**config.mk**
```make
export PLATFORM = sky130hd
export DESIGN_NAME = dlg_cfg_regs_flat
export DESIGN_NICKNAME = d
export VERILOG_FILES = /design/src/design/driven_lattice_gas_metropolis_unit_assert.svh /design/src/design/dlg_pkg.sv /design/src/design/dlg_ifs.sv /design/src/design/dlg_cfg_regs.sv /design/src/flat_wrapper.sv
export SDC_FILE = /design/constraint.sdc
export NUM_CORES = 1
export LEC_CHECK = 0
export BUFFER_PORTS_ARGS = -buffer_cell sky130_fd_sc_hd__buf_2
export CORE_MARGIN = 1.5
export CORE_UTILIZATION = 57
export CTS_BUF_LIST = sky130_fd_sc_hd__clkbuf_8
export DETAILED_ROUTE_END_ITERATION = 12
export GPL_ROUTABILITY_DRIVEN = 1
export GPL_TIMING_DRIVEN = 0
export PLACE_DENSITY = 0.9
export SETUP_SLACK_MARGIN = 0.4
export SLEW_MARGIN = 20
export SYNTH_ARGS = -nofsm -noshare
export SYNTH_HDL_FRONTEND = slang
export SYNTH_SLANG_ARGS = --single-unit
```
**constraint.sdc**
```tcl
create_clock -name clk -period 1.8 [get_ports clk]
set_input_delay 0 -clock clk [delete_from_list [all_inputs] [get_ports clk]]
set_output_delay 0 -clock clk [all_outputs]
set_load 0.05 [all_outputs]
```
**src/design/driven_lattice_gas_metropolis_unit_assert.svh**
```systemverilog
// Assertion macros used by the lattice gas move engine sequencer.
`ifndef DRIVEN_LATTICE_GAS_METROPOLIS_UNIT_ASSERT_SVH
`define DRIVEN_LATTICE_GAS_METROPOLIS_UNIT_ASSERT_SVH

`ifndef ASSERT_OFF
// same-cycle implication, disabled during reset
`define DLG_ASSERT_IMP(lbl, clk, rst_n, ante, cons, msg) \
    lbl: assert property (@(posedge clk) disable iff (!rst_n) (ante) |-> (cons)) \
        else $error(msg);
// next-cycle implication, disabled during reset
`define DLG_ASSERT_NEXT(lbl, clk, rst_n, ante, cons, msg) \
    lbl: assert property (@(posedge clk) disable iff (!rst_n) (ante) |=> (cons)) \
        else $error(msg);
`else
`define DLG_ASSERT_IMP(lbl, clk, rst_n, ante, cons, msg)
`define DLG_ASSERT_NEXT(lbl, clk, rst_n, ante, cons, msg)
`endif

`endif

```
**src/design/dlg_pkg.sv**
```systemverilog
// Shared types, constants and codes of the lattice gas move engine.
`timescale 1ns / 1ps
`default_nettype none

package dlg_pkg;

    // lattice geometry
    localparam int ROWS   = 128;
    localparam int COLS   = 1024;
    localparam int DEPTH  = ROWS * COLS;
    localparam int ROW_W  = $clog2(ROWS);
    localparam int COL_W  = $clog2(COLS);
    localparam int ADDR_W = $clog2(DEPTH);

    // channel field widths
    localparam int SITE_ROW_W = 7;
    localparam int SITE_COL_W = 10;
    localparam int DIR_W      = 2;
    localparam int FRAC_W     = 32;
    localparam int KIND_W     = 2;
    localparam int DELTA_W    = 3;
    localparam int BAND_W     = 11;
    localparam int CFG_IDX_W  = 4;
    localparam int CFG_DATA_W = 32;

    // Metropolis table and read schedule
    localparam int NUM_PROB    = 3;
    localparam int READS_RIGHT = 2;
    localparam int READS_VERT  = 8;
    localparam int STEP_W      = $clog2(READS_VERT);

    // register reset values
    localparam logic [FRAC_W-1:0] PROB_LOW_M1_RST  = 32'd1230528725;
    localparam logic [FRAC_W-1:0] PROB_LOW_M2_RST  = 32'd352552391;
    localparam logic [FRAC_W-1:0] PROB_LOW_M3_RST  = 32'd101007752;
    localparam logic [FRAC_W-1:0] PROB_HIGH_M1_RST = 32'd2605029521;
    localparam logic [FRAC_W-1:0] PROB_HIGH_M2_RST = 32'd1580029991;
    localparam logic [FRAC_W-1:0] PROB_HIGH_M3_RST = 32'd958336912;

    typedef enum logic [DIR_W-1:0] {
        DIR_RIGHT = 2'd0,
        DIR_LEFT  = 2'd1,
        DIR_UP    = 2'd2,
        DIR_DOWN  = 2'd3
    } hop_dir_t;

    typedef enum logic [KIND_W-1:0] {
        KIND_NONE  = 2'd0,
        KIND_RIGHT = 2'd1,
        KIND_UP    = 2'd2,
        KIND_DOWN  = 2'd3
    } hop_kind_t;

    typedef enum logic [CFG_IDX_W-1:0] {
        REG_PROB_LOW_M1  = 4'd0,
        REG_PROB_LOW_M2  = 4'd1,
        REG_PROB_LOW_M3  = 4'd2,
        REG_PROB_HIGH_M1 = 4'd3,
        REG_PROB_HIGH_M2 = 4'd4,
        REG_PROB_HIGH_M3 = 4'd5,
        REG_BAND_FIRST   = 4'd6,
        REG_BAND_END     = 4'd7
    } cfg_idx_t;

    // configuration seen by the engine
    typedef struct packed {
        logic [NUM_PROB-1:0][FRAC_W-1:0] prob_low;
        logic [NUM_PROB-1:0][FRAC_W-1:0] prob_high;
        logic [BAND_W-1:0]               band_first;
        logic [BAND_W-1:0]               band_end;
    } cfg_regs_t;

    // one lattice access from the sequencer
    typedef struct packed {
        logic             en;
        logic             we;
        logic             wdata;
        logic [ROW_W-1:0] row;
        logic [COL_W-1:0] col;
    } site_req_t;

endpackage

`default_nettype wire

```
**src/design/dlg_ifs.sv**
```systemverilog
// Valid/ready channel interfaces: move attempts, move results, register writes.
`timescale 1ns / 1ps
`default_nettype none


interface dlg_cfg_if;
    logic                             valid;
    logic                             ready;
    logic [dlg_pkg::CFG_IDX_W-1:0]    idx;
    logic [dlg_pkg::CFG_DATA_W-1:0]   wdata;

    modport source (output valid, idx, wdata, input ready);
    modport sink   (input valid, idx, wdata, output ready);
endinterface

`default_nettype wire

```
**src/design/dlg_cfg_regs.sv**
```systemverilog
// Configuration register file: Metropolis tables and hot band limits.
`timescale 1ns / 1ps
`default_nettype none

module dlg_cfg_regs (
    input  wire logic         clk,
    input  wire logic         rst_n,
    dlg_cfg_if.sink           cfg,
    output dlg_pkg::cfg_regs_t regs
);

    import dlg_pkg::*;

    logic [NUM_PROB-1:0][FRAC_W-1:0] prob_low_reg;
    logic [NUM_PROB-1:0][FRAC_W-1:0] prob_high_reg;
    logic [BAND_W-1:0]               band_first_reg;
    logic [BAND_W-1:0]               band_end_reg;

    // writes always complete; unknown indexes are dropped
    assign cfg.ready = 1'b1;

    always_ff @(posedge clk or negedge rst_n)
    begin
        if (!rst_n)
        begin
            prob_low_reg[0]  <= PROB_LOW_M1_RST;
            prob_low_reg[1]  <= PROB_LOW_M2_RST;
            prob_low_reg[2]  <= PROB_LOW_M3_RST;
            prob_high_reg[0] <= PROB_HIGH_M1_RST;
            prob_high_reg[1] <= PROB_HIGH_M2_RST;
            prob_high_reg[2] <= PROB_HIGH_M3_RST;
            band_first_reg   <= '0;
            band_end_reg     <= '0;
        end
        else if (cfg.valid)
        begin
            case (cfg.idx)
                REG_PROB_LOW_M1:  prob_low_reg[0]  <= cfg.wdata[FRAC_W-1:0];
                REG_PROB_LOW_M2:  prob_low_reg[1]  <= cfg.wdata[FRAC_W-1:0];
                REG_PROB_LOW_M3:  prob_low_reg[2]  <= cfg.wdata[FRAC_W-1:0];
                REG_PROB_HIGH_M1: prob_high_reg[0] <= cfg.wdata[FRAC_W-1:0];
                REG_PROB_HIGH_M2: prob_high_reg[1] <= cfg.wdata[FRAC_W-1:0];
                REG_PROB_HIGH_M3: prob_high_reg[2] <= cfg.wdata[FRAC_W-1:0];
                REG_BAND_FIRST:   band_first_reg   <= cfg.wdata[BAND_W-1:0];
                REG_BAND_END:     band_end_reg     <= cfg.wdata[BAND_W-1:0];
                default:          ;
            endcase
        end
    end

    assign regs.prob_low   = prob_low_reg;
    assign regs.prob_high  = prob_high_reg;
    assign regs.band_first = band_first_reg;
    assign regs.band_end   = band_end_reg;

endmodule

`default_nettype wire

```
**src/flat_wrapper.sv**
```systemverilog
// flat-port wrapper written by rule: the top's interface ports become plain ports
module dlg_cfg_regs_flat import dlg_pkg::*;
  (clk, rst_n, regs, cfg_valid, cfg_idx, cfg_wdata, cfg_ready);
  dlg_cfg_if cfg_i ();
  input  wire logic clk;
  input  wire logic rst_n;
  output dlg_pkg::cfg_regs_t regs;
  input wire logic [$bits(cfg_i.valid)-1:0] cfg_valid;
  input wire logic [$bits(cfg_i.idx)-1:0] cfg_idx;
  input wire logic [$bits(cfg_i.wdata)-1:0] cfg_wdata;
  output wire logic [$bits(cfg_i.ready)-1:0] cfg_ready;
  assign cfg_i.valid = cfg_valid;
  assign cfg_i.idx = cfg_idx;
  assign cfg_i.wdata = cfg_wdata;
  assign cfg_ready = cfg_i.ready;
  dlg_cfg_regs u_core (.clk(clk), .rst_n(rst_n), .cfg(cfg_i), .regs(regs));
endmodule
```
# Yosys cells after proc, flatten, opt, wreduce, memory -nomap -nowiden
# Cells that the tools add are included.
# classes
addsub	0
shift	0
n_eq_ne	7
mux	0
n_div	0
reduce_logical	9
bitwise	0
mul	0
n_lt_le_gt_ge	0
# ops
cell	n
== test 4 x 3 -> 1 bit, second input constant	4
AND reduction 2 bit	8
== test 4 x 2 -> 1 bit, second input constant	2
== test 4 x 1 -> 1 bit, second input constant	1
logical NOT 4 bit	1
# word_totals
romBits	0
latchBits	0
wordCells	24
memories	0
register_bits	214
ramBits	0

# Depth between registers and ports, before layout
# depth
depth_word	2
mapped_depth	5
depth_no_buf	3

# Worst setup path after synthesis
# No wires, ideal clock.
# synth_timing
path_kind	input -> register
start	input port cfg_idx[0]
end	register u_core.prob_low_reg, in the netlist u_core.regs[183]
setup_slack_ns	0.575
arrival_time_ns	1.100
cell_stages	4
required_ns	1.675
path_buffers	2
path_cell_list	or4_1 > buf_2 > buf_6 > mux2_4
# synth_between
elab_chain_cells	2
# synth_lines
item	line_no	rtl
start: declaration	flat_wrapper.sv:9	input wire logic [$bits(cfg_i.idx)-1:0] cfg_idx;
== test 4 x 2 -> 1 bit	dlg_cfg_regs.sv:37	case (cfg.idx)
AND reduction 2 bit (no source line)	-	
end: declaration	dlg_cfg_regs.sv:14	logic [NUM_PROB-1:0][FRAC_W-1:0] prob_low_reg;
# Every way passes these cells.
# A chain may end at the register's enable or synchronous reset.

# Worst setup path after layout
# layout_timing
start	input port cfg_valid
end	register u_core.band_first_reg[6]
# layout_between
elab_chain_cells	1
# layout_lines
item	line_no	rtl
start: declaration	flat_wrapper.sv:8	input wire logic [$bits(cfg_i.valid)-1:0] cfg_valid;
AND reduction 2 bit (no source line)	-	
end signal: assignment	dlg_cfg_regs.sv:44	REG_BAND_FIRST: band_first_reg <= cfg.wdata[BAND_W-1:0];
end: declaration	dlg_cfg_regs.sv:16	logic [BAND_W-1:0] band_first_reg;
# Every way passes these cells.

==> results.py <==
metrics = {
    "synthesis": {
        "syn_avg_cell_area_um2": 17.6,
        "syn-instance-count": 467,
        "ys_seq_elements": 214,
        "synth_top_area_share_pct": 41.2,
        "ys_warn_count": 0,
        "seq_area_frac_synth_pct": 66.5,
        "synthTopCellsByArea": "dfrtp_1, dfstp_2, mux2_2, mux2_4, buf_2",
        "synth_area_mm2": 0.00820,
        "yosysTopAreaCell": "dfrtp_1",
        "yosys.cell_types.count": 19,
        "synth.net_count": 506,
    },
    "die": {
        "die-area_mm2": 0.0151,
        "io_pins": 254,
        "rows": 43,
        "die_h_um": 123,
        "fp.dieW_um": 123,
        "initial_core_util_pct": 58.6,
        "core_mm2": 0.0140,
    },
    "power": {
        "power.internal_mw": 10.5,
        "pwr-share-seq_pct": 37.8,
        "p_leak_nw": 5.39,
        "swShare_pct": 42.3,
        "p_switching_mw": 7.66,
        "ir_drop_uv": 1080,
        "p_per_area_mw_per_mm2": 1670,
        "pwr-share-clk_pct": 24.0,
        "comb_power_share_pct": 38.3,
    },
    "grt": {
        "grt_pass1_vias": 5746,
        "grt_overflow": 0,
        "grt_busiest_layer": "met2",
        "grt_antenna_before_repair": 0,
        "grt_max_degree": 94,
        "use_met2_pct": 47.5,
        "grt_usage_pct": 27.7,
        "gr-usage-met3_pct": 7.61,
        "use_met1_pct": 33.1,
        "grt_pass1_wl_um": 31400,
    },
    "drt": {
        "via_per_inst": 5.35,
        "routed_wl_um": 20600,
        "first_iter_violations": 195,
        "drc": 0,
        "avgRoutedWirePerCell_um": 20.6,
        "vias": 5359,
        "drtPass1Iterations": 4,
        "ant_nets": 0,
    },
    "timing": {
        "skew_ns": 0,
        "finalMaxSlewViolations": 0,
        "setup_ws_ns": 0.455,
        "rsz0062_at_grt": "false",
        "hold_violations": 0,
        "period_needed_ns": 1.34,
        "hold_slack_ns": 0.0241,
        "timing.fmax_mhz": 744,
        "setup_violations": 0,
        "fin_crit_sh_pct": 74.7,
    },
    "critical_path": {
        "r2r-end": "u_core.band_first_reg[6]$_DFFE_PN0P_",
        "worst-path-max-fanout": 10,
        "critPathKind": "in2reg",
        "path_cells": "buf_2, dlygate4sd3_1, nand3_1, or3_1, buf_2, mux2_1",
        "crit_path_start": "cfg_valid",
        "cp.arrival_ns": 1.74,
        "max_stage_delay_ns": 0.58,
        "cp_num_buf_inv": 3,
        "regToRegSetupSlack_ns": 0.98,
        "crit_path_frequent_cell": "buf_2",
        "reg2reg_from": "u_core.band_first_reg[6]$_DFFE_PN0P_",
        "critPathLaunchType": "input port",
        "cp.required_ns": 2.19,
        "end_kind": "register",
        "r2r_cells": 1,
        "cp_slowest_cell": "dlygate4sd3_1",
        "critical-path-top-delay-family": "buffers and inverters",
    },
    "cts": {
        "clkTransAtPathRegs_ns": 0.06,
        "cts_buffers": 35,
        "cts_buffer_depth": 3,
        "cts.sinks": 214,
        "clk_latency_ns": 0.51,
        "cts_setup_buffers": 0,
        "cts_tree": "built",
        "htreeDepth": 2,
        "cts_root_buf": "clkbuf_8",
    },
    "cells_and_area": {
        "drive_gt1_share_pct": 74.6,
        "largest_register_ffs": 192,
        "regArea_mm2": 0.00545,
        "antenna_cells": 0,
        "fill_cells": 799,
        "multiInputGateArea_mm2": 0.00261,
        "final_cell_mix": "buf_2, mux2_2, dfrtp_1",
        "fin_area_mm2": 0.0109,
        "final_common_cell": "buf_2",
        "fin_nets": 836,
        "final_core_util_pct": 77.7,
        "area_growth_pct": 32.6,
    },
    "job": {
        "cap_violations": 0,
    },
    "hold_path": {
        "whs_endpoint": "u_core.regs[149]$_DFFE_PN0P_",
        "hold-path-cell-count": 4,
        "hp-class": "in2reg",
        "min_from": "cfg_idx[3]",
    },
    "place": {
        "port_buffers": 252,
        "place_area_mm2": 0.00975,
        "hpwl_um": 13600,
        "pre_cts_slack_ns": 0.175,
        "gp_congestion": 0.789,
    },
    "status": {
        "status": "complete, no violations",
    },
}
## area by class of cell
class / count / area share [%]
sequential: 214 / 50.2
multi-input combinational: 229 / 24.0
timing repair buffer: 293 / 15.8
clock buffer: 47 / 5.95
tap: 180 / 2.07
buffer: 24 / 1.28
clock inverter: 15 / 0.782
## routing by layer
metal / part of all wire, % / vias to the layer above
met5: 0 / -
met4: 3.2 / 0
met3: 6.4 / 57
met2: 52 / 222
met1: 39 / 2766
li1: - / 2314
## through the flow
step | setup TNS [ns] | power [mW] | instances
finish | 0 | 18.1 | 1002
CTS | 0 | 18.2 | 1002
floorplan | 0 | 12.0 | 467
detailed placement | 0 | 13.8 | 901
global route | 0 | 18.8 | 1002
global placement | -411.06 | 13.5 | 899
## cells in the mapped netlist
library cell  instances
buf_2                18
buf_4                 1
buf_6                 3
clkbuf_1              2
conb_1                1
dfrtp_1             135
dfstp_2              79
mux2_1                7
mux2_2              177
mux2_4               30
nand2_1               2
nand2b_1              3
nand3_1               1
nand3b_1              1
nor2_1                3
nor3_2                1
nor3b_1               1
or3_1                 1
or4_1                 1
## tightest hold or removal path: cells and delay by family
family        cells  cell delay [ns]
simple gates      2             0.22
mux               1             0.18
buf+inv           1             0.12
## timing repair
item	4_1_cts	5_1_grt
hold endpoints to repair	354	0
hold buffers	39	0
resized for setup	0	0
## cells by family (layout without fill, tap and decap cells)
group	count (synthesis)	after routing	synth area share, %
other cells	1	1	0.0457
buf+inv	24	379	1.69
flops	214	214	66.5
simple gates	14	14	0.992
mux	214	214	30.8
## worst max-delay path by stage
stage	cells past startpoint	slack, ns	endpoint
floorplan	4	0.58	u_core.regs[183]$_DFFE_PN0P_
global placement	1	-2.35	u_core.regs[136]$_DFFE_PN0P_
detailed placement	5	0.17	u_core.regs[24]$_DFFE_PN0P_
CTS	1	0.45	regs[145]
global route	6	0.43	u_core.band_first_reg[6]$_DFFE_PN0P_
finish	6	0.46	u_core.band_first_reg[6]$_DFFE_PN0P_
## power groups by stage
| stage | registers, mW | clock network [mW] | logic (mW) |
|---|---|---|---|
| after floorplan | 10.9 | 0 | 1.12 |
| after global placement | 6.79 | 0 | 6.72 |
| after detailed placement | 6.89 | 0 | 6.87 |
| after CTS | 6.83 | 4.40 | 6.95 |
| after global routing | 6.96 | 4.63 | 7.17 |
| final | 6.85 | 4.35 | 6.94 |
Note: power is estimated with default switching activity, not from simulation.
