--- src/design/driven_lattice_gas_metropolis_unit_assert.svh ---
// Assertion macros used by the lattice gas move engine sequencer.
`ifndef DRIVEN_LATTICE_GAS_METROPOLIS_UNIT_ASSERT_SVH
`define DRIVEN_LATTICE_GAS_METROPOLIS_UNIT_ASSERT_SVH

`ifndef ASSERT_OFF
// same-cycle implication, disabled during reset
`define DLG_ASSERT_IMP(lbl, clk, rst_n, ante, cons, msg) \
    lbl: assert property (@(posedge clk) disable iff (!rst_n) (ante) |-> (cons)) \
        else $error(msg);
// next-cycle implication, disabled during reset
`define DLG_ASSERT_NEXT(lbl, clk, rst_n, ante, cons, msg) \
    lbl: assert property (@(posedge clk) disable iff (!rst_n) (ante) |=> (cons)) \
        else $error(msg);
`else
`define DLG_ASSERT_IMP(lbl, clk, rst_n, ante, cons, msg)
`define DLG_ASSERT_NEXT(lbl, clk, rst_n, ante, cons, msg)
`endif

`endif

--- src/design/dlg_pkg.sv ---
// Shared types, constants and codes of the lattice gas move engine.
`timescale 1ns / 1ps
`default_nettype none

package dlg_pkg;

    // lattice geometry
    localparam int ROWS   = 128;
    localparam int COLS   = 1024;
    localparam int DEPTH  = ROWS * COLS;
    localparam int ROW_W  = $clog2(ROWS);
    localparam int COL_W  = $clog2(COLS);
    localparam int ADDR_W = $clog2(DEPTH);

    // channel field widths
    localparam int SITE_ROW_W = 7;
    localparam int SITE_COL_W = 10;
    localparam int DIR_W      = 2;
    localparam int FRAC_W     = 32;
    localparam int KIND_W     = 2;
    localparam int DELTA_W    = 3;
    localparam int BAND_W     = 11;
    localparam int CFG_IDX_W  = 4;
    localparam int CFG_DATA_W = 32;

    // Metropolis table and read schedule
    localparam int NUM_PROB    = 3;
    localparam int READS_RIGHT = 2;
    localparam int READS_VERT  = 8;
    localparam int STEP_W      = $clog2(READS_VERT);

    // register reset values
    localparam logic [FRAC_W-1:0] PROB_LOW_M1_RST  = 32'd1230528725;
    localparam logic [FRAC_W-1:0] PROB_LOW_M2_RST  = 32'd352552391;
    localparam logic [FRAC_W-1:0] PROB_LOW_M3_RST  = 32'd101007752;
    localparam logic [FRAC_W-1:0] PROB_HIGH_M1_RST = 32'd2605029521;
    localparam logic [FRAC_W-1:0] PROB_HIGH_M2_RST = 32'd1580029991;
    localparam logic [FRAC_W-1:0] PROB_HIGH_M3_RST = 32'd958336912;

    typedef enum logic [DIR_W-1:0] {
        DIR_RIGHT = 2'd0,
        DIR_LEFT  = 2'd1,
        DIR_UP    = 2'd2,
        DIR_DOWN  = 2'd3
    } hop_dir_t;

    typedef enum logic [KIND_W-1:0] {
        KIND_NONE  = 2'd0,
        KIND_RIGHT = 2'd1,
        KIND_UP    = 2'd2,
        KIND_DOWN  = 2'd3
    } hop_kind_t;

    typedef enum logic [CFG_IDX_W-1:0] {
        REG_PROB_LOW_M1  = 4'd0,
        REG_PROB_LOW_M2  = 4'd1,
        REG_PROB_LOW_M3  = 4'd2,
        REG_PROB_HIGH_M1 = 4'd3,
        REG_PROB_HIGH_M2 = 4'd4,
        REG_PROB_HIGH_M3 = 4'd5,
        REG_BAND_FIRST   = 4'd6,
        REG_BAND_END     = 4'd7
    } cfg_idx_t;

    // configuration seen by the engine
    typedef struct packed {
        logic [NUM_PROB-1:0][FRAC_W-1:0] prob_low;
        logic [NUM_PROB-1:0][FRAC_W-1:0] prob_high;
        logic [BAND_W-1:0]               band_first;
        logic [BAND_W-1:0]               band_end;
    } cfg_regs_t;

    // one lattice access from the sequencer
    typedef struct packed {
        logic             en;
        logic             we;
        logic             wdata;
        logic [ROW_W-1:0] row;
        logic [COL_W-1:0] col;
    } site_req_t;

endpackage

`default_nettype wire

--- src/design/dlg_ifs.sv ---
// Valid/ready channel interfaces: move attempts, move results, register writes.
`timescale 1ns / 1ps
`default_nettype none

interface dlg_item_if;
    logic                            valid;
    logic                            ready;
    logic [dlg_pkg::SITE_ROW_W-1:0]  site_row;
    logic [dlg_pkg::SITE_COL_W-1:0]  site_col;
    logic [dlg_pkg::DIR_W-1:0]       hop_dir;
    logic [dlg_pkg::FRAC_W-1:0]      rand_frac;

    modport source (output valid, site_row, site_col, hop_dir, rand_frac, input ready);
    modport sink   (input valid, site_row, site_col, hop_dir, rand_frac, output ready);
endinterface

interface dlg_result_if;
    logic                                valid;
    logic                                ready;
    logic                                hop_done;
    logic [dlg_pkg::KIND_W-1:0]          hop_kind;
    logic [dlg_pkg::SITE_COL_W-1:0]      current_col;
    logic signed [dlg_pkg::DELTA_W-1:0]  energy_delta;

    modport source (output valid, hop_done, hop_kind, current_col, energy_delta,
                    input ready);
    modport sink   (input valid, hop_done, hop_kind, current_col, energy_delta,
                    output ready);
endinterface


`default_nettype wire

--- src/design/dlg_seq.sv ---
// Move sequencer: lattice init sweep, neighbor reads, Metropolis decision, hop writes.
`timescale 1ns / 1ps
`default_nettype none
`include "driven_lattice_gas_metropolis_unit_assert.svh"

module dlg_seq (
    input  wire logic          clk,
    input  wire logic          rst_n,
    dlg_item_if.sink           item,
    dlg_result_if.source       result,
    input  dlg_pkg::cfg_regs_t cfg_regs,
    output dlg_pkg::site_req_t req,
    input  wire logic          mem_rdata
);

    import dlg_pkg::*;

    typedef enum logic [7:0] {
        S_INIT   = 8'b0000_0001,
        S_IDLE   = 8'b0000_0010,
        S_READ   = 8'b0000_0100,
        S_DRAIN  = 8'b0000_1000,
        S_DECIDE = 8'b0001_0000,
        S_WR0    = 8'b0010_0000,
        S_WR1    = 8'b0100_0000,
        S_RESULT = 8'b1000_0000
    } state_t;

    function automatic logic [ROW_W-1:0] row_up(input logic [ROW_W-1:0] r);
        row_up = (r == '0) ? ROW_W'(ROWS - 1) : r - 1'b1;
    endfunction

    function automatic logic [ROW_W-1:0] row_down(input logic [ROW_W-1:0] r);
        row_down = (r == ROW_W'(ROWS - 1)) ? '0 : r + 1'b1;
    endfunction

    function automatic logic [COL_W-1:0] col_prev(input logic [COL_W-1:0] c);
        col_prev = (c == '0) ? COL_W'(COLS - 1) : c - 1'b1;
    endfunction

    function automatic logic [COL_W-1:0] col_next(input logic [COL_W-1:0] c);
        col_next = (c == COL_W'(COLS - 1)) ? '0 : c + 1'b1;
    endfunction

    // control state
    state_t              state_reg, state_next;
    logic [ROW_W-1:0]    init_row_reg, init_row_next;
    logic [COL_W-1:0]    init_col_reg, init_col_next;
    logic [STEP_W-1:0]   step_reg, step_next;
    logic                rd_cap_reg, rd_cap_next;
    logic                out_valid_reg, out_valid_next;

    // per-attempt payload
    logic [ROW_W-1:0]    row_reg, tgt_reg, opp_reg, far_reg;
    logic [COL_W-1:0]    col_reg, cp_reg, cn_reg;
    hop_dir_t            dir_reg;
    logic [FRAC_W-1:0]   rnd_reg;
    logic [STEP_W-1:0]   rd_idx_reg;
    logic [READS_VERT-1:0] rd_bits_reg;

    logic                   pend_done_reg, pend_done_next;
    hop_kind_t              pend_kind_reg, pend_kind_next;
    logic [SITE_COL_W-1:0]  pend_col_reg, pend_col_next;
    logic signed [DELTA_W-1:0] pend_delta_reg, pend_delta_next;

    logic                   out_done_reg;
    hop_kind_t              out_kind_reg;
    logic [SITE_COL_W-1:0]  out_col_reg;
    logic signed [DELTA_W-1:0] out_delta_reg;

    // accept-time decode
    logic                in_range;
    logic                item_fire;
    logic                out_load;
    hop_dir_t            in_dir;
    logic [ROW_W-1:0]    in_row;
    logic [COL_W-1:0]    in_col;
    logic [ROW_W-1:0]    in_up, in_down;

    // read schedule
    logic [STEP_W-1:0]   last_step;
    logic [ROW_W-1:0]    rd_row;
    logic [COL_W-1:0]    rd_col;

    // decision
    logic [1:0]                d_e_old, d_e_new;
    logic signed [DELTA_W-1:0] d_delta;
    logic [DELTA_W-1:0]        d_mag;
    logic                      d_neg, d_hot, d_vert, d_open, d_pass, d_done;
    logic [FRAC_W-1:0]         d_prob;
    hop_kind_t                 d_kind;

    assign item.ready = (state_reg == S_IDLE);
    assign item_fire  = item.valid && item.ready;

    assign in_dir   = hop_dir_t'(item.hop_dir);
    assign in_row   = ROW_W'(item.site_row);
    assign in_col   = COL_W'(item.site_col);
    assign in_up    = row_up(in_row);
    assign in_down  = row_down(in_row);
    assign in_range = (32'(item.site_row) < ROWS) && (32'(item.site_col) < COLS);

    assign last_step = (dir_reg == DIR_RIGHT) ? STEP_W'(READS_RIGHT - 1)
                                              : STEP_W'(READS_VERT - 1);

    // site visited at each read step; step 0 is the origin, step 1 the target
    always_comb
    begin
        rd_row = row_reg;
        rd_col = col_reg;
        case (step_reg)
            3'd0:
            begin
                rd_row = row_reg;
                rd_col = col_reg;
            end
            3'd1:
            begin
                rd_row = (dir_reg == DIR_RIGHT) ? row_reg : tgt_reg;
                rd_col = (dir_reg == DIR_RIGHT) ? cn_reg  : col_reg;
            end
            3'd2:
            begin
                rd_row = opp_reg;
                rd_col = col_reg;
            end
            3'd3:
            begin
                rd_row = row_reg;
                rd_col = cp_reg;
            end
            3'd4:
            begin
                rd_row = row_reg;
                rd_col = cn_reg;
            end
            3'd5:
            begin
                rd_row = far_reg;
                rd_col = col_reg;
            end
            3'd6:
            begin
                rd_row = tgt_reg;
                rd_col = cp_reg;
            end
            3'd7:
            begin
                rd_row = tgt_reg;
                rd_col = cn_reg;
            end
            default:
            begin
                rd_row = row_reg;
                rd_col = col_reg;
            end
        endcase
    end

    // bond counts and Metropolis test
    assign d_e_old = 2'(rd_bits_reg[2]) + 2'(rd_bits_reg[3]) + 2'(rd_bits_reg[4]);
    assign d_e_new = 2'(rd_bits_reg[5]) + 2'(rd_bits_reg[6]) + 2'(rd_bits_reg[7]);
    assign d_delta = DELTA_W'(d_e_new) - DELTA_W'(d_e_old);
    assign d_neg   = d_delta[DELTA_W-1];
    assign d_mag   = ~d_delta;  // -delta - 1 selects the table entry
    assign d_hot   = (32'(col_reg) >= 32'(cfg_regs.band_first))
                  && (32'(col_reg) <  32'(cfg_regs.band_end));

    always_comb
    begin
        case (d_mag[1:0])
            2'd0:    d_prob = d_hot ? cfg_regs.prob_high[0] : cfg_regs.prob_low[0];
            2'd1:    d_prob = d_hot ? cfg_regs.prob_high[1] : cfg_regs.prob_low[1];
            2'd2:    d_prob = d_hot ? cfg_regs.prob_high[2] : cfg_regs.prob_low[2];
            default: d_prob = '1;
        endcase
    end

    assign d_vert = (dir_reg == DIR_UP) || (dir_reg == DIR_DOWN);
    assign d_open = rd_bits_reg[0] && !rd_bits_reg[1];
    assign d_pass = !d_neg || (rnd_reg < d_prob);
    assign d_done = d_open && ((dir_reg == DIR_RIGHT) || (d_vert && d_pass));

    always_comb
    begin
        case (dir_reg)
            DIR_RIGHT: d_kind = KIND_RIGHT;
            DIR_UP:    d_kind = KIND_UP;
            DIR_DOWN:  d_kind = KIND_DOWN;
            default:   d_kind = KIND_NONE;
        endcase
    end

    assign out_load = (state_reg == S_RESULT) && (!out_valid_reg || result.ready);

    // sequencer
    always_comb
    begin
        state_next      = state_reg;
        init_row_next   = init_row_reg;
        init_col_next   = init_col_reg;
        step_next       = step_reg;
        rd_cap_next     = 1'b0;
        pend_done_next  = pend_done_reg;
        pend_kind_next  = pend_kind_reg;
        pend_col_next   = pend_col_reg;
        pend_delta_next = pend_delta_reg;
        req             = '0;

        case (state_reg)
            S_INIT:
            begin
                // checkerboard sweep: occupied where row + col is even
                req.en    = 1'b1;
                req.we    = 1'b1;
                req.row   = init_row_reg;
                req.col   = init_col_reg;
                req.wdata = ~(init_row_reg[0] ^ init_col_reg[0]);
                if (init_col_reg == COL_W'(COLS - 1))
                begin
                    init_col_next = '0;
                    if (init_row_reg == ROW_W'(ROWS - 1))
                    begin
                        state_next = S_IDLE;
                    end
                    else
                    begin
                        init_row_next = init_row_reg + 1'b1;
                    end
                end
                else
                begin
                    init_col_next = init_col_reg + 1'b1;
                end
            end
            S_IDLE:
            begin
                if (item_fire)
                begin
                    step_next = '0;
                    if (!in_range || (in_dir == DIR_LEFT))
                    begin
                        pend_done_next  = 1'b0;
                        pend_kind_next  = KIND_NONE;
                        pend_col_next   = '0;
                        pend_delta_next = '0;
                        state_next      = S_RESULT;
                    end
                    else
                    begin
                        state_next = S_READ;
                    end
                end
            end
            S_READ:
            begin
                req.en      = 1'b1;
                req.row     = rd_row;
                req.col     = rd_col;
                rd_cap_next = 1'b1;
                if (step_reg == last_step)
                begin
                    state_next = S_DRAIN;
                end
                else
                begin
                    step_next = step_reg + 1'b1;
                end
            end
            S_DRAIN:
            begin
                state_next = S_DECIDE;
            end
            S_DECIDE:
            begin
                pend_done_next  = d_done;
                pend_kind_next  = d_done ? d_kind : KIND_NONE;
                pend_col_next   = d_done ? SITE_COL_W'(col_reg) : '0;
                pend_delta_next = (d_open && d_vert) ? d_delta : '0;
                state_next      = d_done ? S_WR0 : S_RESULT;
            end
            S_WR0:
            begin
                // vacate the origin
                req.en    = 1'b1;
                req.we    = 1'b1;
                req.wdata = 1'b0;
                req.row   = row_reg;
                req.col   = col_reg;
                state_next = S_WR1;
            end
            S_WR1:
            begin
                // fill the target
                req.en    = 1'b1;
                req.we    = 1'b1;
                req.wdata = 1'b1;
                req.row   = (dir_reg == DIR_RIGHT) ? row_reg : tgt_reg;
                req.col   = (dir_reg == DIR_RIGHT) ? cn_reg  : col_reg;
                state_next = S_RESULT;
            end
            S_RESULT:
            begin
                if (out_load)
                begin
                    state_next = S_IDLE;
                end
            end
            default:
            begin
                state_next = S_INIT;
            end
        endcase
    end

    // output register valid
    always_comb
    begin
        out_valid_next = out_valid_reg;
        if (result.valid && result.ready)
        begin
            out_valid_next = 1'b0;
        end
        if (out_load)
        begin
            out_valid_next = 1'b1;
        end
    end

    // control registers
    always_ff @(posedge clk or negedge rst_n)
    begin
        if (!rst_n)
        begin
            state_reg     <= S_INIT;
            init_row_reg  <= '0;
            init_col_reg  <= '0;
            step_reg      <= '0;
            rd_cap_reg    <= 1'b0;
            out_valid_reg <= 1'b0;
        end
        else
        begin
            state_reg     <= state_next;
            init_row_reg  <= init_row_next;
            init_col_reg  <= init_col_next;
            step_reg      <= step_next;
            rd_cap_reg    <= rd_cap_next;
            out_valid_reg <= out_valid_next;
        end
    end

    // payload registers
    always_ff @(posedge clk)
    begin
        if (item_fire)
        begin
            row_reg <= in_row;
            col_reg <= in_col;
            cp_reg  <= col_prev(in_col);
            cn_reg  <= col_next(in_col);
            dir_reg <= in_dir;
            rnd_reg <= item.rand_frac;
            tgt_reg <= (in_dir == DIR_UP) ? in_up   : in_down;
            opp_reg <= (in_dir == DIR_UP) ? in_down : in_up;
            far_reg <= (in_dir == DIR_UP) ? row_up(in_up) : row_down(in_down);
        end
        if (state_reg == S_READ)
        begin
            rd_idx_reg <= step_reg;
        end
        if (rd_cap_reg)
        begin
            rd_bits_reg[rd_idx_reg] <= mem_rdata;
        end
        pend_done_reg  <= pend_done_next;
        pend_kind_reg  <= pend_kind_next;
        pend_col_reg   <= pend_col_next;
        pend_delta_reg <= pend_delta_next;
        if (out_load)
        begin
            out_done_reg  <= pend_done_reg;
            out_kind_reg  <= pend_kind_reg;
            out_col_reg   <= pend_col_reg;
            out_delta_reg <= pend_delta_reg;
        end
    end

    assign result.valid        = out_valid_reg;
    assign result.hop_done     = out_done_reg;
    assign result.hop_kind     = out_kind_reg;
    assign result.current_col  = out_col_reg;
    assign result.energy_delta = out_delta_reg;

    // checks
    `DLG_ASSERT_NEXT(a_accept_leaves_idle, clk, rst_n, item.valid && item.ready, state_reg != S_IDLE, "engine still idle after a transfer")
    `DLG_ASSERT_IMP(a_hop_needs_open_target, clk, rst_n, state_reg == S_WR0, rd_bits_reg[0] && !rd_bits_reg[1], "hop written without occupied origin and empty target")
    `DLG_ASSERT_IMP(a_reads_landed, clk, rst_n, state_reg == S_DECIDE, !rd_cap_reg, "decision taken with a read still in flight")
    `DLG_ASSERT_IMP(a_done_has_kind, clk, rst_n, out_valid_reg && out_done_reg, out_kind_reg != KIND_NONE, "completed hop reported with no kind")
    `DLG_ASSERT_IMP(a_delta_vertical, clk, rst_n, out_valid_reg && out_done_reg && (out_delta_reg != '0), out_kind_reg == KIND_UP || out_kind_reg == KIND_DOWN, "bond change on a non-vertical hop")

endmodule

`default_nettype wire

--- src/flat_wrapper.sv ---
// flat-port wrapper written by rule: the top's interface ports become plain ports
module dlg_seq_flat import dlg_pkg::*;
  (clk, rst_n, cfg_regs, req, mem_rdata, item_valid, item_site_row, item_site_col, item_hop_dir, item_rand_frac, item_ready, result_valid, result_hop_done, result_hop_kind, result_current_col, result_energy_delta, result_ready);
  dlg_item_if item_i ();
  dlg_result_if result_i ();
  input  wire logic clk;
  input  wire logic rst_n;
  input  dlg_pkg::cfg_regs_t cfg_regs;
  output dlg_pkg::site_req_t req;
  input  wire logic mem_rdata;
  input wire logic [$bits(item_i.valid)-1:0] item_valid;
  input wire logic [$bits(item_i.site_row)-1:0] item_site_row;
  input wire logic [$bits(item_i.site_col)-1:0] item_site_col;
  input wire logic [$bits(item_i.hop_dir)-1:0] item_hop_dir;
  input wire logic [$bits(item_i.rand_frac)-1:0] item_rand_frac;
  output wire logic [$bits(item_i.ready)-1:0] item_ready;
  output wire logic [$bits(result_i.valid)-1:0] result_valid;
  output wire logic [$bits(result_i.hop_done)-1:0] result_hop_done;
  output wire logic [$bits(result_i.hop_kind)-1:0] result_hop_kind;
  output wire logic [$bits(result_i.current_col)-1:0] result_current_col;
  output wire logic [$bits(result_i.energy_delta)-1:0] result_energy_delta;
  input wire logic [$bits(result_i.ready)-1:0] result_ready;
  assign item_i.valid = item_valid;
  assign item_i.site_row = item_site_row;
  assign item_i.site_col = item_site_col;
  assign item_i.hop_dir = item_hop_dir;
  assign item_i.rand_frac = item_rand_frac;
  assign item_ready = item_i.ready;
  assign result_valid = result_i.valid;
  assign result_hop_done = result_i.hop_done;
  assign result_hop_kind = result_i.hop_kind;
  assign result_current_col = result_i.current_col;
  assign result_energy_delta = result_i.energy_delta;
  assign result_i.ready = result_ready;
  dlg_seq u_core (.clk(clk), .rst_n(rst_n), .item(item_i), .result(result_i), .cfg_regs(cfg_regs), .req(req), .mem_rdata(mem_rdata));
endmodule
--- config.mk ---
export PLATFORM = sky130hd
export DESIGN_NAME = dlg_seq_flat
export DESIGN_NICKNAME = d
export VERILOG_FILES = /design/src/design/dlg_pkg.sv /design/src/design/dlg_ifs.sv /design/src/design/dlg_seq.sv /design/src/flat_wrapper.sv
export VERILOG_INCLUDE_DIRS = /design/src /design/src/design
export SDC_FILE = /design/constraint.sdc
export NUM_CORES = 1
export LEC_CHECK = 0
export ABC_AREA = 1
export BUFFER_PORTS_ARGS = -buffer_cell sky130_fd_sc_hd__buf_2
export CAP_MARGIN = 25
export CORE_UTILIZATION = 56
export DETAILED_ROUTE_END_ITERATION = 8
export PLACE_DENSITY = 0.83
export SETUP_SLACK_MARGIN = 0.4
export SYNTH_ARGS = -nofsm -noshare
export SYNTH_HDL_FRONTEND = slang
export SYNTH_SLANG_ARGS = --single-unit
--- constraint.sdc ---
create_clock -name clk -period 9.4 [get_ports clk]
set_input_delay 0.94 -clock clk [delete_from_list [all_inputs] [get_ports clk]]
set_output_delay 0.94 -clock clk [all_outputs]
set_load 0.01 [all_outputs]
Yosys cells after proc, flatten, opt, wreduce, memory -nomap -nowiden:

Index checks and enable logic that the tools add are counted.

* flip-flop bits (word level): 165
* bits in latches: 0
* memory bits (writable): 0
* bits in read-only memories: 0
* input bits: 270
* logic and storage cells: 170
* memories kept: 0

* add/sub/neg operators: 14
* multipliers: 0
* div/mod/pow operators: 0
* order comparisons: 5
* eq/ne operators: 34
* shift operators: 0
* multiplexer cells: 53
* bitwise operators: 4
* reductions and logical operators: 35

Operators by type and width (count)
* 32-bit 2-to-1 mux: 3
* 32-bit one-hot mux with 3 select lines: 1
* 17-bit one-hot mux with 4 select lines: 1
* 8-bit one-hot mux with 8 select lines: 1
* 7-bit 2-to-1 mux: 8
* 8-bit 2-to-1 mux: 7
* 10-bit 2-to-1 mux: 5
* 10-bit one-hot mux with 4 select lines: 1
* 7-bit one-hot mux with 5 select lines: 1
* 32-bit less-than comparator: 1
* 7-bit by 1-bit adder with 7-bit output, second input constant: 3
* 7-bit == test, second input constant: 3
* 10-bit by 1-bit adder with 10-bit output, second input constant: 2
* 10-bit == test, second input constant: 2
* 10-bit one-hot mux with 2 select lines: 1
* 3-bit 2-to-1 mux: 6
* 7-bit zero test: 2
* 7-bit by 1-bit subtractor with 7-bit output, second input constant: 2
* 3-bit == test, second input constant: 4
* 2-bit one-hot mux with 3 select lines: 2
* 3-bit one-hot mux with 2 select lines: 2
* 10-bit by 11-bit greater-or-equal comparator with 1-bit output: 1
* 10-bit by 11-bit less-than comparator with 1-bit output: 1
* 10-bit zero test: 1
* other kinds (42): 84

Logic depth before layout (Yosys ltp):

Gate-level depths: netlist of run 1.

* depth after elaboration: 13
* depth in mapped cells: 33

Least setup slack after synthesis of run 1:

OpenSTA, ideal clock, no wires.

* path kind: input to register
* from: in item_valid
* to: reg u_core.cn_reg[0], enable pin
* arrival time: 4779 ps
* required time: 8856 ps
* slack: 4077 ps
* stages: 2
* buffers on the path: 0
* cell sequence: inv_1 > nor2_1

* cells in the longest elaborated chain, start to end: 1

RTL lines
* from (decl): RTL line flat_wrapper.sv:11 `input wire logic [$bits(item_i.valid)-1:0] item_valid;`
* 1-bit logical AND: RTL line dlg_seq.sv:94 `assign item_fire = item.valid && item.ready;`
* net u_core.item_fire: RTL line dlg_seq.sv:73 `logic item_fire;`
* to (signal assigned): RTL line dlg_seq.sv:361 `cn_reg <= col_next(in_col);`
* to (decl): RTL line dlg_seq.sv:55 `logic [COL_W-1:0] col_reg, cp_reg, cn_reg;`

The timed path passes the listed nets, and every way through them passes these cells.
A chain may end at the register's enable or synchronous reset.

Worst setup path in the final report of run 1:

* from: in cfg_regs[19] (netlist name)
* to: reg u_core.pend_col_reg[4] (data pin)

* cells in the longest elaborated chain, start to end: 11
* elaborated cells between the ends (all ways): 13

RTL lines
* from (decl): RTL line flat_wrapper.sv:8 `input dlg_pkg::cfg_regs_t cfg_regs;`
* 10-bit by 11-bit greater-or-equal comparator with 1-bit output (*): RTL line dlg_seq.sv:166 `assign d_hot = (32'(col_reg) >= 32'(cfg_regs.band_first))`
* 1-bit logical AND (*): RTL line dlg_seq.sv:167 `&& (32'(col_reg) < 32'(cfg_regs.band_end));`
* 32-bit 2-to-1 mux (on tied branches): RTL line dlg_seq.sv:174, dlg_seq.sv:172, dlg_seq.sv:173
* 32-bit one-hot mux with 3 select lines (*): RTL line dlg_seq.sv:171 `case (d_mag[1:0])`
* 32-bit less-than comparator (*): RTL line dlg_seq.sv:181 `assign d_pass = !d_neg || (rnd_reg < d_prob);`
* 1-bit logical OR (*): RTL line dlg_seq.sv:181
* 1-bit logical AND (*): RTL line dlg_seq.sv:182 `assign d_done = d_open && ((dir_reg == DIR_RIGHT) || (d_vert && d_pass));`
* 1-bit logical OR (*): RTL line dlg_seq.sv:182
* 1-bit logical AND (*): RTL line dlg_seq.sv:182
* 10-bit 2-to-1 mux (*): RTL line dlg_seq.sv:278 `pend_col_next = d_done ? SITE_COL_W'(col_reg) : '0;`
* 10-bit one-hot mux with 2 select lines (*): RTL line dlg_seq.sv:210 `case (state_reg)`
* to (signal assigned): RTL line dlg_seq.sv:378 `pend_col_reg <= pend_col_next;`
* to (decl): RTL line dlg_seq.sv:63 `logic [SITE_COL_W-1:0] pend_col_reg, pend_col_next;`

Mark *: on every way between the ends. The rest lies on a longest branch, timed or not.

==> summary by stage, run 1 <==
Run status
The run finished with clean final reports.

Die
For this configuration, the core starts out at a cell density of 57.4%. The height of the die is 141 um. Row generation in the floorplan step produced 50 rows. The placeable core region is 18800 um^2. The die is 141 um wide. The total I/O pin count is 308. The die outline area is 19900 um^2.

Synthesis
The count of mapped cells out of synthesis is 1320. The average footprint of a synthesized cell is 8.19 um^2. The count of warnings emitted by yosys is 0. By count the netlist is led by sky130_fd_sc_hd__nor2_1 (233), sky130_fd_sc_hd__nand2_1 (199), sky130_fd_sc_hd__inv_1 (174). Among all cell types in the netlist, the one instantiated most often is sky130_fd_sc_hd__nor2_1. In this run, synthesis inferred 135 flip-flops with an integrated enable. Summed over all instances, the cell type with the most area after synthesis is sky130_fd_sc_hd__edfxtp_1. Counting distinct cell types in the post-synthesis netlist gives 50.

Counting every net in the synthesized netlist gives 1662. Sorting the synthesized cells by area gives the leading types as sky130_fd_sc_hd__edfxtp_1 (38%), sky130_fd_sc_hd__nor2_1 (8.1%), sky130_fd_sc_hd__ha_1 (8.0%), sky130_fd_sc_hd__nand2_1 (6.9%), sky130_fd_sc_hd__dfrtp_1 (6.7%). The flop and latch count out of synthesis is 165. Summing every instance area after synthesis gives 10800 um^2. The commonest register cell after synthesis is sky130_fd_sc_hd__edfxtp_1.

The fraction of synthesis flops using an asynchronous set or reset pin is 18.2%. The sequential area share after synthesis is 44.5%. The share of synthesized area in the top cell type comes to 37.5%.

Setup path
Along the worst path, the maximum fanout reaches 96. STA classifies the critical path endpoint as a register. At the worst endpoint, the required time is 9670 ps. The critical path launch point type is an input pin. STA puts the critical path data arrival time at 5770 ps.

The classification of the worst setup path is input pin to register.

Worst hold path
The worst hold path belongs to the class register to register.

Route
The DRC violation total after the first TritonRoute iteration is 814. The via count is 10400. The wire length reported by the detailed router is 32400 um. In the routed design, unresolved DRC markers number 0. The routed via count divided by cell count is 5.46. The total iterations of the first detailed-routing run is 5. After detailed routing, the average wire length per cell comes to 17.1 um. The detail route stage leaves a number of antenna-violating nets equal to 0.

GRT
The number of global-route vias before repair came to 9711. In this run the most used layer during global routing was met2. For this run, global-route usage on met3 was measured as 5.33%. The first global-routing pass estimated 49600 um of wire.

Global routing used 32.9% of the available tracks. The met1 global-route usage is 38.7%. The largest net degree at the start of global routing is 97. Summed over all layers, the global routing overflow is 0. The initial antenna violation count is 12.

The global routing met2 resource utilization is 58.7%.

STA
The maximum clock frequency is 182 MHz. Clock skew on the completed layout was measured at 8.64 ps. The number of endpoints failing setup at the final stage is 0. Setup repair after global routing left no endpoint under its margin.

For the pin with the worst max-slew slack, the measured transition is 1070 ps. The minimum clock period after layout is 5500 ps. The worst max-slew margin expressed relative to the limit is 28.1%.

The final clock period utilization by the worst path is 58.5%. After routing, the total negative slack on setup checks comes to 0 ps. The number of hold violations in the final report is 0.

The number of max-slew violations in the final report was 0. Final hold analysis gives a worst-case slack of 418 ps.

Final layout
The net count of the finished layout is 1954. Measured on the finished design, the core utilization comes to 70.3%. The ratio of cells with drive above 1 in the final layout is 23.3%. The register with the most flip-flops in the layout has 32 of them. The synthesis-to-layout area growth is 22.5%.

Flow run
Max-cap violations in this run came to 0.

Power and ir drop
The cell-internal power is 1.35 mW. The relative contribution of sequential cells to total power is 44.4%. The switching power as a share of total power is 28.7%. The net switching power is 0.545 mW.

The power per cell area is 143 nW/um^2. Per report_power, the clock group accounts for 35.2% of the total. The standby leakage power is 6.14 nW.

The largest vdd supply drop is 0.000134 V. The combinational share of power is 20.4%.

CTS
The H-tree generated during clock tree synthesis spans 4 levels. The maximum root-to-sink buffer count is 2. The number of hold buffers added after CTS was 0. In this run the clock root is driven by a sky130_fd_sc_hd__clkbuf_16. The number of buffers created by CTS is 17. The TritonCTS clock tree is yes.

The clock latency of the later-clocked register in the worst-skew pair is 430 ps. The post-CTS resize count is 0. The number of clock sinks is 165. The number of buffers added for setup after CTS is 0.

The clock-pin slew on the worst setup and hold paths is 60 ps.

Placement
The last weighted congestion value of the routability-driven placer is 0.992. The HPWL after detailed placement is 25000 um. The count of buffers inserted at the top-level ports is 307.
worst paths after layout:
| check | cells after the start | startpoint | slack (ps) | to |
|---|---|---|---|---|
| worst max-delay path | 28 | cfg_regs[19] | 3900 | u_core.pend_col_reg[4] |
| worst min-delay path | 0 | u_core.pend_done_reg | 420 | u_core.result.hop_done |
| worst max register to register | 26 | u_core.col_reg[8] | 3960 | u_core.pend_col_reg[4] |
| worst min register to register | 0 | u_core.pend_done_reg | 420 | u_core.result.hop_done |
| max in group asynchronous | 1 | rst_n | 8370 | u_core.init_col_reg[8] |
| min in group asynchronous | 1 | rst_n | 560 | u_core.init_row_reg[2] |
cell usage in the layout (no fill, tap or decap), types with 15 or more instances in the layout:
cell type / count
sky130_fd_sc_hd__a21oi_1: 39
sky130_fd_sc_hd__buf_2: 307
sky130_fd_sc_hd__clkbuf_16: 17
sky130_fd_sc_hd__dfrtp_1: 29
sky130_fd_sc_hd__edfxtp_1: 135
sky130_fd_sc_hd__ha_1: 69
sky130_fd_sc_hd__inv_1: 173
sky130_fd_sc_hd__nand2_1: 198
sky130_fd_sc_hd__nand3_1: 37
sky130_fd_sc_hd__nand4_1: 17
sky130_fd_sc_hd__nor2_1: 229
sky130_fd_sc_hd__nor3_1: 46
sky130_fd_sc_hd__o2111ai_1: 18
sky130_fd_sc_hd__o211ai_1: 15
sky130_fd_sc_hd__o21ai_0: 132
sky130_fd_sc_hd__o22ai_1: 42
sky130_fd_sc_hd__xor2_1: 21
layer usage:
metal	share of wire [%]	vias to the layer above
met5	0	-
met4	3.6	0
met3	5.8	67
met2	52	435
met1	38	4743
li1	-	5107
worst max-delay path, stage by stage:
cell and delay, ps:
sky130_fd_sc_hd__buf_2 80, sky130_fd_sc_hd__inv_1 30, sky130_fd_sc_hd__ha_1 310, sky130_fd_sc_hd__nand2_1 80, sky130_fd_sc_hd__nand2_1 60, sky130_fd_sc_hd__nand2_1 60, sky130_fd_sc_hd__nand2_1 60, sky130_fd_sc_hd__nor2_1 130
sky130_fd_sc_hd__nand3_1 170, sky130_fd_sc_hd__nand2_2 90, sky130_fd_sc_hd__buf_4 620, sky130_fd_sc_hd__inv_2 370, sky130_fd_sc_hd__buf_4 420, sky130_fd_sc_hd__o21ai_0 220, sky130_fd_sc_hd__o22ai_1 100, sky130_fd_sc_hd__nor3_1 190
sky130_fd_sc_hd__ha_1 280, sky130_fd_sc_hd__a21oi_1 160, sky130_fd_sc_hd__nor2_1 50, sky130_fd_sc_hd__a211oi_1 250, sky130_fd_sc_hd__o221ai_1 180, sky130_fd_sc_hd__a21oi_1 150, sky130_fd_sc_hd__nand2_1 90, sky130_fd_sc_hd__nand2_1 60
sky130_fd_sc_hd__nand2_1 110, sky130_fd_sc_hd__nor2_4 140, sky130_fd_sc_hd__inv_2 110, sky130_fd_sc_hd__nor2_1 130
layout make-up:
type / count / area (um^2)
Antenna cell: 13 / 32.5
Sequential cell: 165 / 4810
Multi-Input combinational cell: 928 / 5160
Timing Repair Buffer: 319 / 1670
Fill cell: 1551 / 5590
Inverter: 181 / 679
Tap cell: 260 / 325
Clock buffer: 17 / 425
Clock inverter: 14 / 136
power groups by stage:
| stage | clock network [mW] | registers [mW] | logic, mW |
|---|---|---|---|
| 4_1_cts | 0.670 | 0.840 | 0.383 |
| 5_1_grt | 0.699 | 0.843 | 0.429 |
| 3_5_place_dp | 0 | 0.854 | 0.379 |
| 6_report | 0.667 | 0.841 | 0.387 |
| 2_1_floorplan | 0 | 0.847 | 0.234 |
| 3_3_place_gp | 0 | 0.852 | 0.371 |
stage by stage:
step	cell area [um^2]	worst slack (ps)	power (mW)	cells
2_1_floorplan	10800	4080	1.08	1320
3_3_place_gp	12600	3910	1.22	1847
3_5_place_dp	12600	3680	1.23	1850
4_1_cts	13200	3980	1.89	1881
5_1_grt	13200	3440	1.97	1896
6_report	13200	3900	1.89	1897
logic make-up after synthesis:
kind of cell | after synthesis | synth area share, %
compound gates | 277 | 15.1
xor+xnor | 26 | 2.11
fa+ha+maj | 72 | 8.54
simple gates | 552 | 21.8
mux | 1 | 0.104
flops | 165 | 44.5
buf+inv | 227 | 7.91
(Power assumes the default switching activity.)
==> inputs of run 2 (changes only) <==
- ABC_AREA: 1 -> 0
- CORE_UTILIZATION: 56 -> 48
- PLACE_DENSITY: 0.83 -> 0.76
- clock period: 9.4 -> 4.7 ns (I/O delays scaled with it)
==> run 2 against run 1 <==
Compared with the run above:
- the flow now finishes with violations (negative setup slack)
- final area is 3.4% higher
- synthesized cell count down 20%
- setup slack worse by 4200 ps
- register-to-register slack worse by 4200 ps
- first-iteration DRC count shrank 15%
- sequential power grew 120%
- routed wire length grew 3.7%
- clock power up 110%
- highest routed layer unchanged
- flip-flop and latch count did not move
- core utilization shrank 7.8 points
- critical path depth shrank 10
- global-route usage fell by 3.9 points
==> summary by stage, run 2 <==
Run status
Status: complete, but fails checks (was finished clean). The final reports fail on negative setup slack.

Final layout
The synthesis-to-layout area growth came to 27.5% (was 22.5%). The number of fillers in the final layout is 1771 (was 1551). The flip-flop count of the largest register after layout is 32 (unchanged). The net count of the finished layout is 1712 (was 1954). The ratio of cells with drive above 1 in the final layout is 34.0% (was 23.3%). The number of non-filler instances in the completed layout is 1664 (was 1897). The commonest non-fill, non-tap cell in the layout is sky130_fd_sc_hd__buf_2 (unchanged).

Most used cells in the layout excluding fill and tap cells: sky130_fd_sc_hd__buf_2 (307), sky130_fd_sc_hd__edfxtp_1 (135), sky130_fd_sc_hd__nor2_1 (85) (was sky130_fd_sc_hd__buf_2 (307), sky130_fd_sc_hd__nor2_1 (229), sky130_fd_sc_hd__nand2_1 (198)).

Synthesis
The fraction of synthesis flops using an asynchronous set or reset pin is 18.2% (unchanged). The flop and latch count out of synthesis came to 165 (unchanged). The area of the mapped netlist was 10700 um^2 (was 10800 um^2).

The sequential area share after synthesis is 44.8% (was 44.5%). The number of flops mapped to enable cells by yosys is 135 (unchanged). The average footprint of a synthesized cell is 10.1 um^2 (was 8.19 um^2). The share of the synthesized area in the top cell type came to 37.8% (was 37.5%). The count of distinct cell types in the synthesized netlist came to 65 (was 50). The commonest register cell after synthesis was sky130_fd_sc_hd__edfxtp_1 (unchanged). Most frequent cells after synthesis: sky130_fd_sc_hd__edfxtp_1 (135), sky130_fd_sc_hd__nor2_1 (86), sky130_fd_sc_hd__o21ai_0 (79) (was sky130_fd_sc_hd__nor2_1 (233), sky130_fd_sc_hd__nand2_1 (199), sky130_fd_sc_hd__inv_1 (174)). The number of nets produced by synthesis was 1403 (was 1662). The count of warnings emitted by yosys is 0 (unchanged). Dominant cells by area after synthesis: sky130_fd_sc_hd__edfxtp_1 (38%), sky130_fd_sc_hd__ha_1 (8.0%), sky130_fd_sc_hd__dfrtp_1 (6.8%), sky130_fd_sc_hd__o21ai_0 (3.7%), sky130_fd_sc_hd__mux2_2 (3.6%) (was sky130_fd_sc_hd__edfxtp_1 (38%), sky130_fd_sc_hd__nor2_1 (8.1%), sky130_fd_sc_hd__ha_1 (8.0%), sky130_fd_sc_hd__nand2_1 (6.9%), sky130_fd_sc_hd__dfrtp_1 (6.7%)). The most frequent cell after synthesis is sky130_fd_sc_hd__edfxtp_1 (was sky130_fd_sc_hd__nor2_1). The count of mapped cells out of synthesis came to 1061 (was 1320).

The top cell type by total area after synthesis is sky130_fd_sc_hd__edfxtp_1 (unchanged).

Route
The via count came to 9869 (was 10400). The total iterations of the first detailed-routing run is 5 (unchanged). The wire length reported by the detailed router is 33600 um (was 32400 um).

The DRC violation count after routing is 0 (unchanged). The number of routed nets with antenna violations was 0 (unchanged). The routed via count divided by cell count is 5.93 (was 5.46). The DRC violation total after the first TritonRoute iteration came to 692 (was 814). The per-cell routed wire length is 20.2 um (was 17.1 um).

Setup path
The critical path launch point type is a register (was input pin). The arrival time at the worst endpoint is 5270 ps (was 5770 ps). The classification of the worst setup path is register to register (was input pin to register). The endpoint class of the critical path is a register (unchanged).

The required time of the critical path is 4990 ps (was 9670 ps). The highest net fanout along the worst path is 5 (was 96).

Placement
The HPWL after detailed placement is 25100 um (was 25000 um). The last weighted congestion value of the routability-driven placer is 0.939 (was 0.992). The count of buffers inserted at the top-level ports is 307 (unchanged). The placed cell count was 1621 (was 1850).

CTS
The number of clock sinks was 165 (unchanged). The clock latency of the later-clocked register in the worst-skew pair is 430 ps (about the same). The maximum level of the CTS H-tree is 4 (unchanged).

The cell chosen for the clock root was sky130_fd_sc_hd__clkbuf_16 (unchanged). The number of buffers created by CTS was 17 (unchanged). The clock-pin slew on the worst setup and hold paths is 60 ps (about the same). The TritonCTS clock tree was yes (unchanged).

The hold buffer count at cts is 0 (unchanged). The maximum root-to-sink buffer count came to 2 (unchanged).

Die
The initial core utilization is 49.0% (was 57.4%). The number of rows created at floorplan came to 54 (was 50). The width of the die is 152 um (was 141 um). The placeable core region is 21900 um^2 (was 18800 um^2). The total I/O pin count came to 308 (unchanged). The die outline area is 23000 um^2 (was 19900 um^2).

The height of the die is 152 um (was 141 um).

STA
The worst max-slew margin expressed relative to the limit came to 40.6% (was 28.1%). The maximum clock skew at final layout is 12.3 ps (was 8.64 ps). The minimum clock period after layout is 4970 ps.

The maximum clock frequency is 201 MHz. The number of hold violations in the final report is 0 (unchanged). Setup repair after global routing missed its margin: true (was false). Dividing the final minimum period by the clock period gives 106%. The measured slew at the worst slew-check pin is 889 ps (was 1070 ps). The worst hold margin is 109 ps (was 418 ps). The number of endpoints failing setup at the final stage is 14 (was 0). The number of max-slew violations in the final report is 0 (unchanged). The final worst-path setup slack is -271 ps (was 3900 ps).

Flow run
The number of max-cap violations is 0 (unchanged).

GRT
The number of global-route vias before repair came to 9656 (was 9711). The largest net degree at the start of global routing is 65 (was 97). The leftover overflow at the end of global routing was 0 (unchanged). The overall track demand over capacity in global routing is 29.0% (was 32.9%). The initial antenna violation count is 1 (was 12).

The global-route wire length before repair is 49900 um (was 49600 um).

Power and ir drop
The largest vdd supply drop is 0.000294 V (was 0.000134 V). The standby leakage power is 5.97 nW (was 6.14 nW). The power per cell area was 331 nW/um^2 (was 143 nW/um^2).

Worst hold path
The worst min-delay path category was input pin to async pin (was register to register).
[run 2: cell count changes in the layout (fill, tap and decap cells not counted), sizes merged, moves of 31 or more]
cell    before  now
o21ai      135   80
inv        182   48
o22ai       42    5
nor3        47   13
buf        318  355
a221oi       0   31
mux2         1   34
a21oi       39   75
nand2      199   77
and3b        0   31
a22oi        6   46
nor2       237   86
[run 2: cell families (layout without fill, tap and decap cells)]
| kind of cell | after synthesis | in the layout | synth area share, % |
|---|---|---|---|
| XOR/XNOR | 41 | 41 | 3.35 |
| AO/OA/AOI/OAI | 306 | 306 | 18.8 |
| adder cells (fa/ha/maj) | 72 | 72 | 8.60 |
| flip-flops | 165 | 165 | 44.8 |
| multiplexers | 43 | 43 | 4.41 |
| buffers and inverters | 110 | 432 | 4.02 |
| AND/OR/NAND/NOR | 324 | 324 | 16.0 |
| other | 0 | 1 | 0 |
[run 2: per-stage QoR]
stage	TNS (ps)	utilization [%]	total power, mW	worst slack, ps	area, um^2
finish	-3180	62.5	4.54	-271	13700
global route	-6840	62.5	4.74	-521	13700
CTS	-3410	62.2	4.52	-276	13600
detailed placement	-4060	58.6	3.10	-342	12800
global placement	-1680	58.6	3.07	-156	12800
floorplan	0	-	2.63	71.1	10800
[run 2: final cells by class]
class | count | area (um^2) | area share [%]
clock inverters | 8 | 82.6 | 0.603
flip-flops and latches | 165 | 4810 | 35.1
multi-input cells | 786 | 5680 | 41.5
diodes | 1 | 2.50 | 0.0183
inverters | 44 | 169 | 1.23
repair buffers | 356 | 2080 | 15.2
clock buffers | 24 | 514 | 3.76
well taps | 280 | 350 | 2.56
[run 2: metal layers]
layer / vias up / global-route usage [%] / part of all wire, %
met2: 455 / 52.7 / 51
met5: - / 0 / 0
met3: 82 / 4.37 / 7.2
li1: 4636 / - / -
met1: 4696 / 33.0 / 37
met4: 0 / 14.4 / 4.2
[run 2: final timing paths]
check                      slack (ps)                             to  cells past startpoint                startpoint
max                              -270         u_core.pend_col_reg[8]                     18     u_core.rd_bits_reg[3]
min                               110         u_core.init_row_reg[5]                      1                     rst_n
max reg2reg                      -270         u_core.pend_col_reg[8]                     18     u_core.rd_bits_reg[3]
min reg2reg                       420  u_core.result.energy_delta[0]                      0  u_core.pend_delta_reg[0]
max in group asynchronous        4100             u_core.step_reg[2]                      1                     rst_n
min in group clk                  220              u_core.rnd_reg[9]                      1         item_rand_frac[9]
[run 2: report_power, final]
part           internal (mW)  switching [mW]  total [mW]
clock network          0.828           0.583        1.41
registers               1.72           0.124        1.84
logic                  0.555           0.730        1.28
total                   3.10            1.44        4.54
[run 2: timing repair]
action,4_1_cts,5_1_grt
gates cloned,2,1
buffers inserted,6,1
resized for setup,20,12
pin swaps,5,12
setup endpoints to repair,15,15
[run 2: critical path: stages (launching register included)]
cell	delay (ps)
sky130_fd_sc_hd__edfxtp_1	380
sky130_fd_sc_hd__ha_1	320
sky130_fd_sc_hd__fa_1	480
sky130_fd_sc_hd__fa_2	370
sky130_fd_sc_hd__inv_2	70
sky130_fd_sc_hd__fa_2	520
sky130_fd_sc_hd__buf_6	180
sky130_fd_sc_hd__buf_16	130
sky130_fd_sc_hd__mux2_4	300
sky130_fd_sc_hd__a221oi_2	240
sky130_fd_sc_hd__ha_1	300
sky130_fd_sc_hd__a21oi_2	160
sky130_fd_sc_hd__o21ai_2	100
sky130_fd_sc_hd__a2111oi_4	220
sky130_fd_sc_hd__nand3_1	110
sky130_fd_sc_hd__a21o_1	200
sky130_fd_sc_hd__a311oi_4	430
sky130_fd_sc_hd__buf_4	210
sky130_fd_sc_hd__and2_1	120
